## config.mk

```make
export PLATFORM = sky130hd
export DESIGN_NAME = lru_block_cache
export DESIGN_NICKNAME = d
export VERILOG_FILES = /design/src/rtl/core/lbc_pkg.sv /design/src/rtl/core/lbc_cfg.sv /design/src/rtl/core/lbc_store.sv /design/src/rtl/core/lbc_ctrl.sv /design/src/rtl/core/lru_block_cache.sv
export VERILOG_INCLUDE_DIRS = /design/src /design/src/rtl/core
export SDC_FILE = /design/constraint.sdc
export NUM_CORES = 1
export LEC_CHECK = 0
export CORE_MARGIN = 3
export CORE_UTILIZATION = 50
export DETAILED_ROUTE_END_ITERATION = 16
export DONT_BUFFER_PORTS = 1
export PLACE_DENSITY_LB_ADDON = 0.1
export SYNTH_ARGS = -nofsm -noshare
export SYNTH_HDL_FRONTEND = slang
export SYNTH_SLANG_ARGS = --single-unit
```

## constraint.sdc

```tcl
create_clock -name aclk -period 8.1 [get_ports aclk]
set_input_delay 0.405 -clock aclk [delete_from_list [all_inputs] [get_ports aclk]]
set_output_delay 0.405 -clock aclk [all_outputs]
set_load 0.005 [all_outputs]
```

## src/rtl/core/assert_macros.svh

```systemverilog
// assertion macros for the cache rtl, included by lbc_ctrl
// expects aclk and aresetn in the scope of each use
`ifndef ASSERT_MACROS_SVH
`define ASSERT_MACROS_SVH

// property must hold at every clock edge out of reset
`define LBC_ASSERT(label, prop, msg) \
    label: assert property (@(posedge aclk) disable iff (!aresetn) prop) else $error(msg);

// expression must never be true out of reset
`define LBC_NEVER(label, expr, msg) \
    label: assert property (@(posedge aclk) disable iff (!aresetn) !(expr)) else $error(msg);

`endif

```

## src/rtl/core/lbc_pkg.sv

```systemverilog
// lbc_pkg: sizes, command codes and request/response types of the block cache
// used by every module of the cache; depends on nothing
package lbc_pkg;

    localparam int ENTRIES    = 8;
    localparam int BLOCK_BITS = 32;
    localparam int DATA_BITS  = 32;
    localparam int IDX_W      = (ENTRIES > 1) ? $clog2(ENTRIES) : 1;
    localparam int CNT_W      = $clog2(ENTRIES + 1);
    localparam int CFG_W      = 4;
    localparam int LIM_W      = (CNT_W > CFG_W) ? CNT_W : CFG_W;
    localparam int STAT_W     = 32;
    localparam int APB_ADDR_W = 3;
    localparam int APB_DATA_W = 32;

    localparam logic [CFG_W-1:0] MAX_ENTRIES_RST = CFG_W'(8);

    localparam logic [1:0] CMD_LOOKUP = 2'd0;
    localparam logic [1:0] CMD_INSERT = 2'd1;
    localparam logic [1:0] CMD_DIRTY  = 2'd2;

    localparam logic REG_MAX_ENTRIES = 1'b0;

    typedef struct packed {
        logic [1:0]            cmd;
        logic [BLOCK_BITS-1:0] block_number;
        logic [DATA_BITS-1:0]  data_in;
    } req_t;

    typedef struct packed {
        logic                  hit;
        logic [DATA_BITS-1:0]  data_out;
        logic                  evicted;
        logic [BLOCK_BITS-1:0] evicted_block;
        logic                  evicted_dirty;
        logic [STAT_W-1:0]     hit_count;
        logic [STAT_W-1:0]     miss_count;
    } rsp_t;

    typedef struct packed {
        logic [BLOCK_BITS-1:0] block;
        logic [DATA_BITS-1:0]  data;
    } entry_t;

    typedef struct packed {
        logic             rd_en;
        logic             wr_en;
        logic [IDX_W-1:0] addr;
        entry_t           wdata;
    } mem_req_t;

endpackage

```

## src/rtl/core/lbc_cfg.sv

```systemverilog
// lbc_cfg: apb register block holding the max_entries limit
// depends on lbc_pkg
module lbc_cfg (
    input  logic                             aclk,
    input  logic                             aresetn,
    input  logic                             psel,
    input  logic                             penable,
    input  logic                             pwrite,
    input  logic [lbc_pkg::APB_ADDR_W-1:0]   paddr,
    input  logic [lbc_pkg::APB_DATA_W-1:0]   pwdata,
    output logic [lbc_pkg::APB_DATA_W-1:0]   prdata,
    output logic                             pready,
    output logic [lbc_pkg::CFG_W-1:0]        max_entries
);
    import lbc_pkg::*;

    logic [CFG_W-1:0] max_entries_reg;
    logic             sel_max;

    assign sel_max     = (paddr[APB_ADDR_W-1] == REG_MAX_ENTRIES);
    assign pready      = 1'b1;
    assign max_entries = max_entries_reg;
    assign prdata      = sel_max ? APB_DATA_W'(max_entries_reg) : '0;

    always_ff @(posedge aclk) begin
        if (!aresetn) begin
            max_entries_reg <= MAX_ENTRIES_RST;
        end else if (psel && penable && pwrite && pready && sel_max) begin
            max_entries_reg <= pwdata[CFG_W-1:0];
        end
    end

endmodule

```

## src/rtl/core/lbc_store.sv

```systemverilog
// lbc_store: block number and data word memory, one port, registered read
// depends on lbc_pkg
module lbc_store (
    input  logic               aclk,
    input  lbc_pkg::mem_req_t  mem_req,
    output lbc_pkg::entry_t    rd_entry
);
    import lbc_pkg::*;

    entry_t mem [ENTRIES];
    entry_t rd_q;

    assign rd_entry = rd_q;

    always_ff @(posedge aclk) begin
        if (mem_req.wr_en) begin
            mem[mem_req.addr] <= mem_req.wdata;
        end
        if (mem_req.rd_en) begin
            rd_q <= mem[mem_req.addr];
        end
    end

endmodule

```

## src/rtl/core/lbc_ctrl.sv

```systemverilog
// lbc_ctrl: request sequencer, entry recency/valid/dirty state, counters, result register
// depends on lbc_pkg, lbc_store (through mem_req/rd_entry) and assert_macros.svh
module lbc_ctrl (
    input  logic                        aclk,
    input  logic                        aresetn,
    input  logic [lbc_pkg::CFG_W-1:0]   max_entries,
    input  logic                        s_valid,
    output logic                        s_ready,
    input  lbc_pkg::req_t               s_req,
    output logic                        m_valid,
    input  logic                        m_ready,
    output lbc_pkg::rsp_t               m_rsp,
    output lbc_pkg::mem_req_t           mem_req,
    input  lbc_pkg::entry_t             rd_entry
);
    import lbc_pkg::*;
    `include "assert_macros.svh"

    localparam logic [2:0] ST_IDLE   = 3'd0;
    localparam logic [2:0] ST_SEARCH = 3'd1;
    localparam logic [2:0] ST_APPLY  = 3'd2;
    localparam logic [2:0] ST_EVICT  = 3'd3;
    localparam logic [2:0] ST_FILL   = 3'd4;
    localparam logic [2:0] ST_OUT    = 3'd5;

    logic [2:0]            state_reg,    state_next;
    req_t                  req_reg,      req_next;
    logic [CNT_W-1:0]      iss_reg,      iss_next;
    logic                  cmp_vld_reg,  cmp_vld_next;
    logic [IDX_W-1:0]      cmp_idx_reg,  cmp_idx_next;
    logic                  found_reg,    found_next;
    logic [IDX_W-1:0]      hit_idx_reg,  hit_idx_next;
    logic [DATA_BITS-1:0]  hit_data_reg, hit_data_next;
    logic [IDX_W-1:0]      vic_idx_reg,  vic_idx_next;
    logic                  free_vld_reg, free_vld_next;
    logic [IDX_W-1:0]      free_idx_reg, free_idx_next;
    logic                  ev_reg,       ev_next;
    logic [BLOCK_BITS-1:0] ev_blk_reg,   ev_blk_next;
    logic                  ev_dirty_reg, ev_dirty_next;
    logic [ENTRIES-1:0]    valid_reg,    valid_next;
    logic [ENTRIES-1:0]    dirty_reg,    dirty_next;
    logic [IDX_W-1:0]      rank_reg  [ENTRIES];
    logic [IDX_W-1:0]      rank_next [ENTRIES];
    logic [CNT_W-1:0]      used_reg,     used_next;
    logic [STAT_W-1:0]     hits_reg,     hits_next;
    logic [STAT_W-1:0]     misses_reg,   misses_next;
    rsp_t                  rsp_reg,      rsp_next;
    logic                  m_valid_reg,  m_valid_next;

    logic [LIM_W-1:0]      limit;
    logic                  cmp_hit_vld;
    logic                  cmp_match;
    logic [IDX_W-1:0]      touch_rank;
    logic                  lookup_hit;

    assign s_ready = (state_reg == ST_IDLE);
    assign m_valid = m_valid_reg;
    assign m_rsp   = rsp_reg;

    always_comb begin
        priority if (max_entries == '0) begin
            limit = LIM_W'(1);
        end else if (LIM_W'(max_entries) > LIM_W'(ENTRIES)) begin
            limit = LIM_W'(ENTRIES);
        end else begin
            limit = LIM_W'(max_entries);
        end
    end

    assign cmp_hit_vld = valid_reg[cmp_idx_reg];
    assign cmp_match   = cmp_vld_reg && cmp_hit_vld
                         && (rd_entry.block == req_reg.block_number);
    assign touch_rank  = rank_reg[hit_idx_reg];
    assign lookup_hit  = (req_reg.cmd == CMD_LOOKUP) && found_reg;

    always_comb begin
        state_next    = state_reg;
        req_next      = req_reg;
        iss_next      = iss_reg;
        cmp_vld_next  = cmp_vld_reg;
        cmp_idx_next  = cmp_idx_reg;
        found_next    = found_reg;
        hit_idx_next  = hit_idx_reg;
        hit_data_next = hit_data_reg;
        vic_idx_next  = vic_idx_reg;
        free_vld_next = free_vld_reg;
        free_idx_next = free_idx_reg;
        ev_next       = ev_reg;
        ev_blk_next   = ev_blk_reg;
        ev_dirty_next = ev_dirty_reg;
        valid_next    = valid_reg;
        dirty_next    = dirty_reg;
        rank_next     = rank_reg;
        used_next     = used_reg;
        hits_next     = hits_reg;
        misses_next   = misses_reg;
        rsp_next      = rsp_reg;
        m_valid_next  = m_valid_reg;
        mem_req       = '0;

        if (m_valid_reg && m_ready) begin
            m_valid_next = 1'b0;
        end

        unique case (state_reg)
            ST_IDLE: begin
                if (s_valid) begin
                    req_next      = s_req;
                    iss_next      = '0;
                    cmp_vld_next  = 1'b0;
                    found_next    = 1'b0;
                    free_vld_next = 1'b0;
                    ev_next       = 1'b0;
                    ev_dirty_next = 1'b0;
                    state_next    = ST_SEARCH;
                end
            end
            ST_SEARCH: begin
                // one read issued and one tag compared per cycle
                if (iss_reg < CNT_W'(ENTRIES)) begin
                    mem_req.rd_en = 1'b1;
                    mem_req.addr  = iss_reg[IDX_W-1:0];
                    cmp_vld_next  = 1'b1;
                    cmp_idx_next  = iss_reg[IDX_W-1:0];
                    iss_next      = iss_reg + CNT_W'(1);
                end else begin
                    cmp_vld_next = 1'b0;
                end
                if (cmp_vld_reg) begin
                    if (cmp_hit_vld
                        && (CNT_W'(rank_reg[cmp_idx_reg]) == used_reg - CNT_W'(1))) begin
                        vic_idx_next = cmp_idx_reg;
                    end
                    if (!cmp_hit_vld && !free_vld_reg) begin
                        free_vld_next = 1'b1;
                        free_idx_next = cmp_idx_reg;
                    end
                    if (cmp_match) begin
                        found_next    = 1'b1;
                        hit_idx_next  = cmp_idx_reg;
                        hit_data_next = rd_entry.data;
                        cmp_vld_next  = 1'b0;
                        state_next    = ST_APPLY;
                    end else if (cmp_idx_reg == IDX_W'(ENTRIES - 1)) begin
                        cmp_vld_next = 1'b0;
                        state_next   = ST_APPLY;
                    end
                end
            end
            ST_APPLY: begin
                state_next = ST_OUT;
                unique case (req_reg.cmd)
                    CMD_LOOKUP: begin
                        if (found_reg) begin
                            // move hit entry to most recent
                            for (int i = 0; i < ENTRIES; i++) begin
                                if (valid_reg[i] && (IDX_W'(i) != hit_idx_reg)
                                    && (rank_reg[i] < touch_rank)) begin
                                    rank_next[i] = rank_reg[i] + IDX_W'(1);
                                end
                            end
                            rank_next[hit_idx_reg] = '0;
                            if (hits_reg != '1) begin
                                hits_next = hits_reg + STAT_W'(1);
                            end
                        end else if (misses_reg != '1) begin
                            misses_next = misses_reg + STAT_W'(1);
                        end
                    end
                    CMD_INSERT: begin
                        if (!found_reg) begin
                            if (LIM_W'(used_reg) >= limit) begin
                                mem_req.rd_en = 1'b1;
                                mem_req.addr  = vic_idx_reg;
                                state_next    = ST_EVICT;
                            end else begin
                                state_next = ST_FILL;
                            end
                        end
                    end
                    CMD_DIRTY: begin
                        if (found_reg) begin
                            dirty_next[hit_idx_reg] = 1'b1;
                        end
                    end
                    default: begin
                    end
                endcase
            end
            ST_EVICT: begin
                ev_next                  = 1'b1;
                ev_blk_next              = rd_entry.block;
                ev_dirty_next            = dirty_reg[vic_idx_reg];
                valid_next[vic_idx_reg]  = 1'b0;
                dirty_next[vic_idx_reg]  = 1'b0;
                rank_next[vic_idx_reg]   = '0;
                used_next                = used_reg - CNT_W'(1);
                // lowest free slot after the victim leaves
                if (!free_vld_reg || (vic_idx_reg < free_idx_reg)) begin
                    free_vld_next = 1'b1;
                    free_idx_next = vic_idx_reg;
                end
                state_next = ST_FILL;
            end
            ST_FILL: begin
                mem_req.wr_en        = 1'b1;
                mem_req.addr         = free_idx_reg;
                mem_req.wdata.block  = req_reg.block_number;
                mem_req.wdata.data   = req_reg.data_in;
                for (int i = 0; i < ENTRIES; i++) begin
                    if (valid_reg[i]) begin
                        rank_next[i] = rank_reg[i] + IDX_W'(1);
                    end
                end
                valid_next[free_idx_reg] = 1'b1;
                dirty_next[free_idx_reg] = 1'b0;
                rank_next[free_idx_reg]  = '0;
                used_next                = used_reg + CNT_W'(1);
                state_next               = ST_OUT;
            end
            ST_OUT: begin
                if (!m_valid_reg || m_ready) begin
                    rsp_next.hit           = lookup_hit;
                    rsp_next.data_out      = lookup_hit ? hit_data_reg : '0;
                    rsp_next.evicted       = ev_reg;
                    rsp_next.evicted_block = ev_reg ? ev_blk_reg : '0;
                    rsp_next.evicted_dirty = ev_reg && ev_dirty_reg;
                    rsp_next.hit_count     = hits_reg;
                    rsp_next.miss_count    = misses_reg;
                    m_valid_next           = 1'b1;
                    state_next             = ST_IDLE;
                end
            end
            default: begin
                state_next = ST_IDLE;
            end
        endcase
    end

    always_ff @(posedge aclk) begin
        if (!aresetn) begin
            state_reg   <= ST_IDLE;
            cmp_vld_reg <= 1'b0;
            valid_reg   <= '0;
            dirty_reg   <= '0;
            used_reg    <= '0;
            hits_reg    <= '0;
            misses_reg  <= '0;
            m_valid_reg <= 1'b0;
            for (int i = 0; i < ENTRIES; i++) begin
                rank_reg[i] <= '0;
            end
        end else begin
            state_reg   <= state_next;
            cmp_vld_reg <= cmp_vld_next;
            valid_reg   <= valid_next;
            dirty_reg   <= dirty_next;
            used_reg    <= used_next;
            hits_reg    <= hits_next;
            misses_reg  <= misses_next;
            m_valid_reg <= m_valid_next;
            rank_reg    <= rank_next;
        end
    end

    always_ff @(posedge aclk) begin
        req_reg      <= req_next;
        iss_reg      <= iss_next;
        cmp_idx_reg  <= cmp_idx_next;
        found_reg    <= found_next;
        hit_idx_reg  <= hit_idx_next;
        hit_data_reg <= hit_data_next;
        vic_idx_reg  <= vic_idx_next;
        free_vld_reg <= free_vld_next;
        free_idx_reg <= free_idx_next;
        ev_reg       <= ev_next;
        ev_blk_reg   <= ev_blk_next;
        ev_dirty_reg <= ev_dirty_next;
        rsp_reg      <= rsp_next;
    end

    `LBC_ASSERT(a_used_matches_valid, $countones(valid_reg) == used_reg, "used count off")
    `LBC_ASSERT(a_fill_slot_free, (state_reg == ST_FILL) |-> (free_vld_reg && !valid_reg[free_idx_reg]), "fill into busy slot")
    `LBC_NEVER(a_hit_and_evict, m_valid_reg && rsp_reg.hit && rsp_reg.evicted, "hit with eviction")
    `LBC_ASSERT(a_single_request, (s_valid && s_ready) |=> !s_ready, "second request taken")

endmodule

```

## src/rtl/core/lru_block_cache.sv

```systemverilog
// sequence: accept in idle; a tag walk reads one memory entry per cycle and ends at a tag match or the
// last entry; then an apply step, for an insert miss an evict step when full and a fill step, then output
// a new request is taken only after the last result is registered, since s_ready is high only in idle;
// a result held by m_ready low stalls the next request in the output step
// reset: synchronous active-low aresetn clears entry state, counters and max_entries to 8
// depends on lbc_pkg, lbc_cfg, lbc_store, lbc_ctrl
module lru_block_cache (
    input  logic                             aclk,
    input  logic                             aresetn,
    input  logic                             s_valid,
    output logic                             s_ready,
    input  lbc_pkg::req_t                    s_req,
    output logic                             m_valid,
    input  logic                             m_ready,
    output lbc_pkg::rsp_t                    m_rsp,
    input  logic                             psel,
    input  logic                             penable,
    input  logic                             pwrite,
    input  logic [lbc_pkg::APB_ADDR_W-1:0]   paddr,
    input  logic [lbc_pkg::APB_DATA_W-1:0]   pwdata,
    output logic [lbc_pkg::APB_DATA_W-1:0]   prdata,
    output logic                             pready
);
    import lbc_pkg::*;

    logic [CFG_W-1:0] max_entries;
    mem_req_t         mem_req;
    entry_t           rd_entry;

    lbc_cfg u_cfg (
        .aclk        (aclk),
        .aresetn     (aresetn),
        .psel        (psel),
        .penable     (penable),
        .pwrite      (pwrite),
        .paddr       (paddr),
        .pwdata      (pwdata),
        .prdata      (prdata),
        .pready      (pready),
        .max_entries (max_entries)
    );

    lbc_store u_store (
        .aclk     (aclk),
        .mem_req  (mem_req),
        .rd_entry (rd_entry)
    );

    lbc_ctrl u_ctrl (
        .aclk        (aclk),
        .aresetn     (aresetn),
        .max_entries (max_entries),
        .s_valid     (s_valid),
        .s_ready     (s_ready),
        .s_req       (s_req),
        .m_valid     (m_valid),
        .m_ready     (m_ready),
        .m_rsp       (m_rsp),
        .mem_req     (mem_req),
        .rd_entry    (rd_entry)
    );

endmodule
```

* Word level (Yosys, flattened, before mapping) *
Memories as Yosys holds them, arrays and structs flattened. A register that Yosys moved wholly into a read port is not among the register bits.
Index checks and enable logic that the tools add are counted.

word-level totals
  bits in read-only memories = 0
  latch bits = 0
  RAM bits = 512
  logic and storage cells = 318
  register bits after elaboration = 398
  output and inout port bits = 166
  memories = 1

memory list
  memory       words  bits a word  read ports  clocked after memory_dff  wr ports  RTL line         text
  u_store.mem  8      64           1           1                         1         lbc_store.sv:10  entry_t mem [ENTRIES];

cells by class
  mux-type cells = 128
  divide/modulo/power cells = 0
  eq/ne operators = 30
  shifts and indexed selects = 0
  multiply operators = 0
  reductions and logical operators = 63
  bitwise operators = 19
  $lt $le $gt $ge = 26
  add/sub/neg operators = 13

operators by type and width
  kind                   number
  $mux 3                 70
  $and 24x24->24         3
  $not 24->24            3
  $pmux 24 s3            1
  $add 32x1->32 const B  2
  $mux 64                1
  $ne 32x32->1 const B   2
  $mux 24                2
  $eq 32x32->1           1
  $logic_and 1x1->1      32
  $demux 3 s3            3
  $lt 3x3->1             9
  $add 3x1->3 const B    8
  $and 8x8->8            3
  $mux 1                 24
  $pmux 8 s3             1
  $mux 4                 5
  $reduce_and 4->1       5
  $bmux 3 s3             2
  $ne 2x1->1 const B     9
  $pmux 3 s6             1
  $ge 4x4->1 const B     4
  $lt 3x4->1 const B     4
  $mux 8                 2
  other kinds (40)       82

* Depth between registers and ports, before layout *
  depth after elaboration = 14
  mapped depth = 12
  gate-level depth less buffers = 10

* By module *
From an unflattened synthesis, not the netlist that was laid out.

unflattened totals
  cell total of the unflattened synthesis = 2536
  area total of the unflattened synthesis = 39306.4 µm²

modules (own cells, without submodules)
  module     times used  area each (µm²)  cells an instance
  lbc_store  1           21368.0          1015
  lbc_ctrl   1           17506.8          1468
  lbc_cfg    1           431.7            53

* Worst setup path after synthesis *
No wires, ideal clock.

  kind = flip-flop to flip-flop
  from = reg u_ctrl.state_reg[2]
  to = reg u_ctrl.rsp_reg (netlist bit u_ctrl.m_rsp[0]), enable pin
  stages on the path, launching flop included = 5
  clock period less this slack = 7.044 ns
  library setup time = 0.623 ns
  arrival = 6.421 ns
  slack = 1.056 ns
  cell sequence = dfxtp_1 clkbuf_1 clkbuf_1 nand3b_1 nor2_1

between the ends
  word-level cells in the longest chain between the ends = 2

RTL lines
  what                               RTL line         text
  start, declared                    lbc_ctrl.sv:26   logic [2:0] state_reg, state_next;
  start signal, assigned             lbc_ctrl.sv:254  state_reg <= state_next;
  $eq 3x3->1                         lbc_ctrl.sv:105  unique case (state_reg)
  $reduce_and 2->1 (no source line)  -
  end signal, assigned               lbc_ctrl.sv:279  rsp_reg <= rsp_next;
  end, declared                      lbc_ctrl.sv:47   rsp_t rsp_reg, rsp_next;

Every way passes these cells.
A chain may end at the register's enable or synchronous reset.

* Final worst setup path *
  from = reg u_ctrl.state_reg[1]
  to = mem u_store.mem[6][10] (netlist bit), enable pin

between the ends
  word-level cells in the longest chain between the ends = 4
  elaborated cells between the ends (all ways) = 7
  those cells by class = 3 x eq/ne; 4 x mux

RTL lines
  what                          RTL line         text
  $eq 3x3->1                    lbc_ctrl.sv:105
  $mux 1                        lbc_ctrl.sv:105
  $mux 1                        lbc_store.sv:16  if (mem_req.wr_en) begin
  $mux 1 (implied by the code)  lbc_store.sv:17  mem[mem_req.addr] <= mem_req.wdata;
  end, declared                 lbc_store.sv:10

Several ways; a longest one is shown, not always the timed one.

==> results.py <==
metrics = {
    "run_status": {
        "status": "completed",
    },
    "logic_synthesis": {
        "synth_top_family_by_area": "multiplexers",
        "synth_xor_area_frac": 0.0188,
        "synth-seq-cells": 974,
        "synth-simple-area-share": 0.0860,
        "ys_types": 78,
        "netlist_area_sq_um": 39000,
        "synth_seq_area_share": 0.719,
        "syn_inst": 2308,
        "syn_avg_cell_area_sq_um": 16.9,
        "ys_warn_count": 0,
        "synth_edf_count": 857,
        "yosys.area_share.adder": 0.0112,
        "synth.mux.area_fraction": 0.106,
        "synth-compound-area-share": 0.0397,
        "async_flop_share": 0,
        "synth_flop_cell": "edfxtp_1",
    },
    "sta": {
        "final.setup.worst_slack_ns": 3.88,
        "drv_slew": 0,
        "setup_viol_count_final": 0,
        "worst_pin_slew_ns": 1.17,
        "fin_crit_sh": 0.521,
        "min_period_ns": 4.22,
        "fmax_ghz": 0.237,
        "relSlewSlack": 0.222,
        "fin_worst_skew_ns": 0.0214,
        "rsz0062_at_grt": "false",
        "finalHoldViolations": 0,
        "finalSetupTns_ns": 0,
    },
    "cells_and_area": {
        "largest_register_ffs": 512,
        "n_antenna_cell": 0,
        "drive_above_1_share": 0.174,
        "nets": 2551,
        "multiInputGateArea_sq_um": 10500,
        "mostFrequentLayoutCells": "edfxtp_1 (857), mux4_2 (142), and2_1 (138), dfxtp_1 (117), nor2_1 (109)",
        "seq_area_sq_um": 28100,
        "synthToLayoutAreaGrowth_pct": 13.4,
        "finalInstanceArea_sq_um": 44300,
        "n_fill_cell": 5895,
        "final_common_cell": "edfxtp_1",
    },
    "placement": {
        "gp_congestion": 0.844,
        "place_area_sq_um": 40200,
        "io_buffers": 0,
        "hpwl_microns": 48800,
        "dp_slack_ns": 3.78,
    },
    "power_and_ir_drop": {
        "ir_drop_mv": 0.180,
        "p_per_area_nw_per_um2": 235,
        "leakage_nw": 13.2,
    },
    "grt": {
        "grt_antenna_before_repair": 1,
        "grt_first_pass_wirelength_microns": 130000,
        "grt_overflow_total": 0,
        "use_met1": 0.285,
        "grt_pass1_vias": 21100,
        "grt_util_met2": 0.356,
        "top_usage_layer": "met2",
        "grt_max_degree": 129,
        "track_usage": 0.211,
        "grt_use_met3": 0.0326,
    },
    "drt": {
        "viasPerCell": 5.88,
        "wl_microns": 86500,
        "num_vias": 20700,
        "drt_first_pass_iters": 5,
        "drc_errors": 0,
        "routedWlPerCell_microns": 24.6,
        "antenna_left": 0,
        "drt_iter0_drc": 1492,
    },
    "clock_network": {
        "numCtsBuffers": 99,
        "post_cts.repair.setup_buffers": 0,
        "clock-sinks": 974,
        "clock_path_buffers": 3,
        "cts_tree": "yes",
        "clk_latency_ns": 0.65,
        "clk_pin_slew_ns": 0.06,
        "htree_levels": 3,
        "cts-root-buf": "clkbuf_16",
    },
    "hold_path": {
        "hold_path.class": "in2reg",
        "holdPathEnd": "u_ctrl.rank_reg[2]",
        "worstHoldStart": "aresetn",
        "hold_depth": 2,
    },
    "critical_path": {
        "crit_arrival_ns": 4.50,
        "r2r_cells": 8,
        "rrSetupSlack_ns": 3.88,
        "reg2reg_from": "u_ctrl.state_reg[1]",
        "r2r_end": "u_store.mem[6][10]",
        "path_max_fanout": 36,
        "timing_worst_setup_path_type": "reg2reg",
        "cp-start-kind": "flop",
        "crit_path_end_kind": "flop",
        "crit_required_ns": 8.38,
    },
    "job": {
        "max_cap_violations": 0,
    },
    "floorplan": {
        "start_util": 0.510,
        "coreArea_sq_um": 76600,
        "die_h_microns": 285,
        "pin_count": 274,
        "num_rows": 101,
        "dieWidth_microns": 285,
        "dieArea_sq_um": 81500,
    },
}
==> how the worst max path moves through the flow <==
stage	end	slack [ns]	start	depth (start not counted)
6_report	u_store.mem[6][10]	3.88	u_ctrl.state_reg[1]	8
5_1_grt	u_store.mem[6][7]	3.53	u_ctrl.state_reg[1]	8
2_1_floorplan	u_ctrl.m_rsp[0]	1.06	u_ctrl.state_reg[2]	4
4_1_cts	u_store.mem[6][10]	3.78	u_ctrl.state_reg[1]	8
3_3_place_gp	u_store.mem[5][43]	3.79	u_cfg.max_entries[1]	10
3_5_place_dp	u_store.mem[6][19]	3.78	u_ctrl.state_reg[1]	8
==> through the flow <==
step	hold WS, ns	instances	utilization	power, mW
3_3_place_gp	0.404	3264	0.525	5.96
4_1_cts	0.0638	3518	0.578	10.5
5_1_grt	0.0853	3518	0.578	10.7
3_5_place_dp	0.405	3264	0.525	5.97
6_report	0.114	3518	0.578	10.4
2_1_floorplan	0.400	2335	-	5.87
==> power breakdown <==
part	switching, mW	internal [mW]	leakage (nW)	total (mW)
clock	1.90	2.62	1.56	4.52
combinational	0.195	0.149	3.73	0.343
sequential	0.0530	5.49	7.95	5.54
total	2.15	8.26	13.2	10.4
==> cells in the mapped netlist, types with 15 or more instances <==
cell / number / share of area
a21oi_1: 48 / 0.0062
and2_1: 138 / 0.022
and3_1: 16 / 0.0026
buf_2: 17 / 0.0022
buf_4: 29 / 0.0056
clkbuf_1: 71 / 0.0068
dfxtp_1: 117 / 0.060
edfxtp_1: 857 / 0.66
ha_1: 35 / 0.011
inv_1: 24 / 0.0023
mux2_2: 71 / 0.020
mux4_2: 142 / 0.082
nand2_1: 84 / 0.0081
nand3_1: 42 / 0.0054
nand3b_1: 15 / 0.0029
nand4_1: 30 / 0.0048
nor2_1: 114 / 0.011
nor3_1: 32 / 0.0041
nor4_1: 21 / 0.0034
o21ai_0: 63 / 0.0081
or3_1: 28 / 0.0045
xnor2_1: 21 / 0.0047
xor2_1: 63 / 0.014
==> critical path: stages (launching register included) <==
cell and delay [ns]:
dfxtp_1 0.78, nor3b_1 0.43, nand3_1 0.21, o31ai_4 0.28
buf_4 0.54, nand2_1 0.26, nor2_4 0.14, buf_4 0.49
buf_4 0.66
==> metal layers <==
layer	vias to the layer above	share of wire
met5	-	0
met4	0	0.027
met3	140	0.047
met2	611	0.50
met1	10800	0.42
li1	9186	-
==> cell families (layout without fill, tap and decap cells) <==
| group | count (synthesis) | count (layout) |
|---|---|---|
| muxes | 228 | 228 |
| other | 2 | 29 |
| buffers and inverters | 155 | 308 |
| DFF | 974 | 974 |
| xor gates and xnor gates | 84 | 84 |
| AOI/OAI and AO/OA | 227 | 227 |
| and+or+nand+nor | 603 | 603 |
| adders and majority gates | 35 | 35 |
==> repair_timing <==
action	in CTS	in global routing
resized for setup	0	0
setup endpoints to repair	0	0
endpoints found under the hold margin	105	0
hold buffers	73	0
==> cell type report <==
class	instances	area share
repair buffers	103	0.0235
inverters	24	0.00206
clock buffers	122	0.0596
multi-input cells	1206	0.237
well taps	1030	0.0291
flip-flops and latches	974	0.634
clock inverters	59	0.0144
No activity file was read; power rests on OpenSTA's default activity.
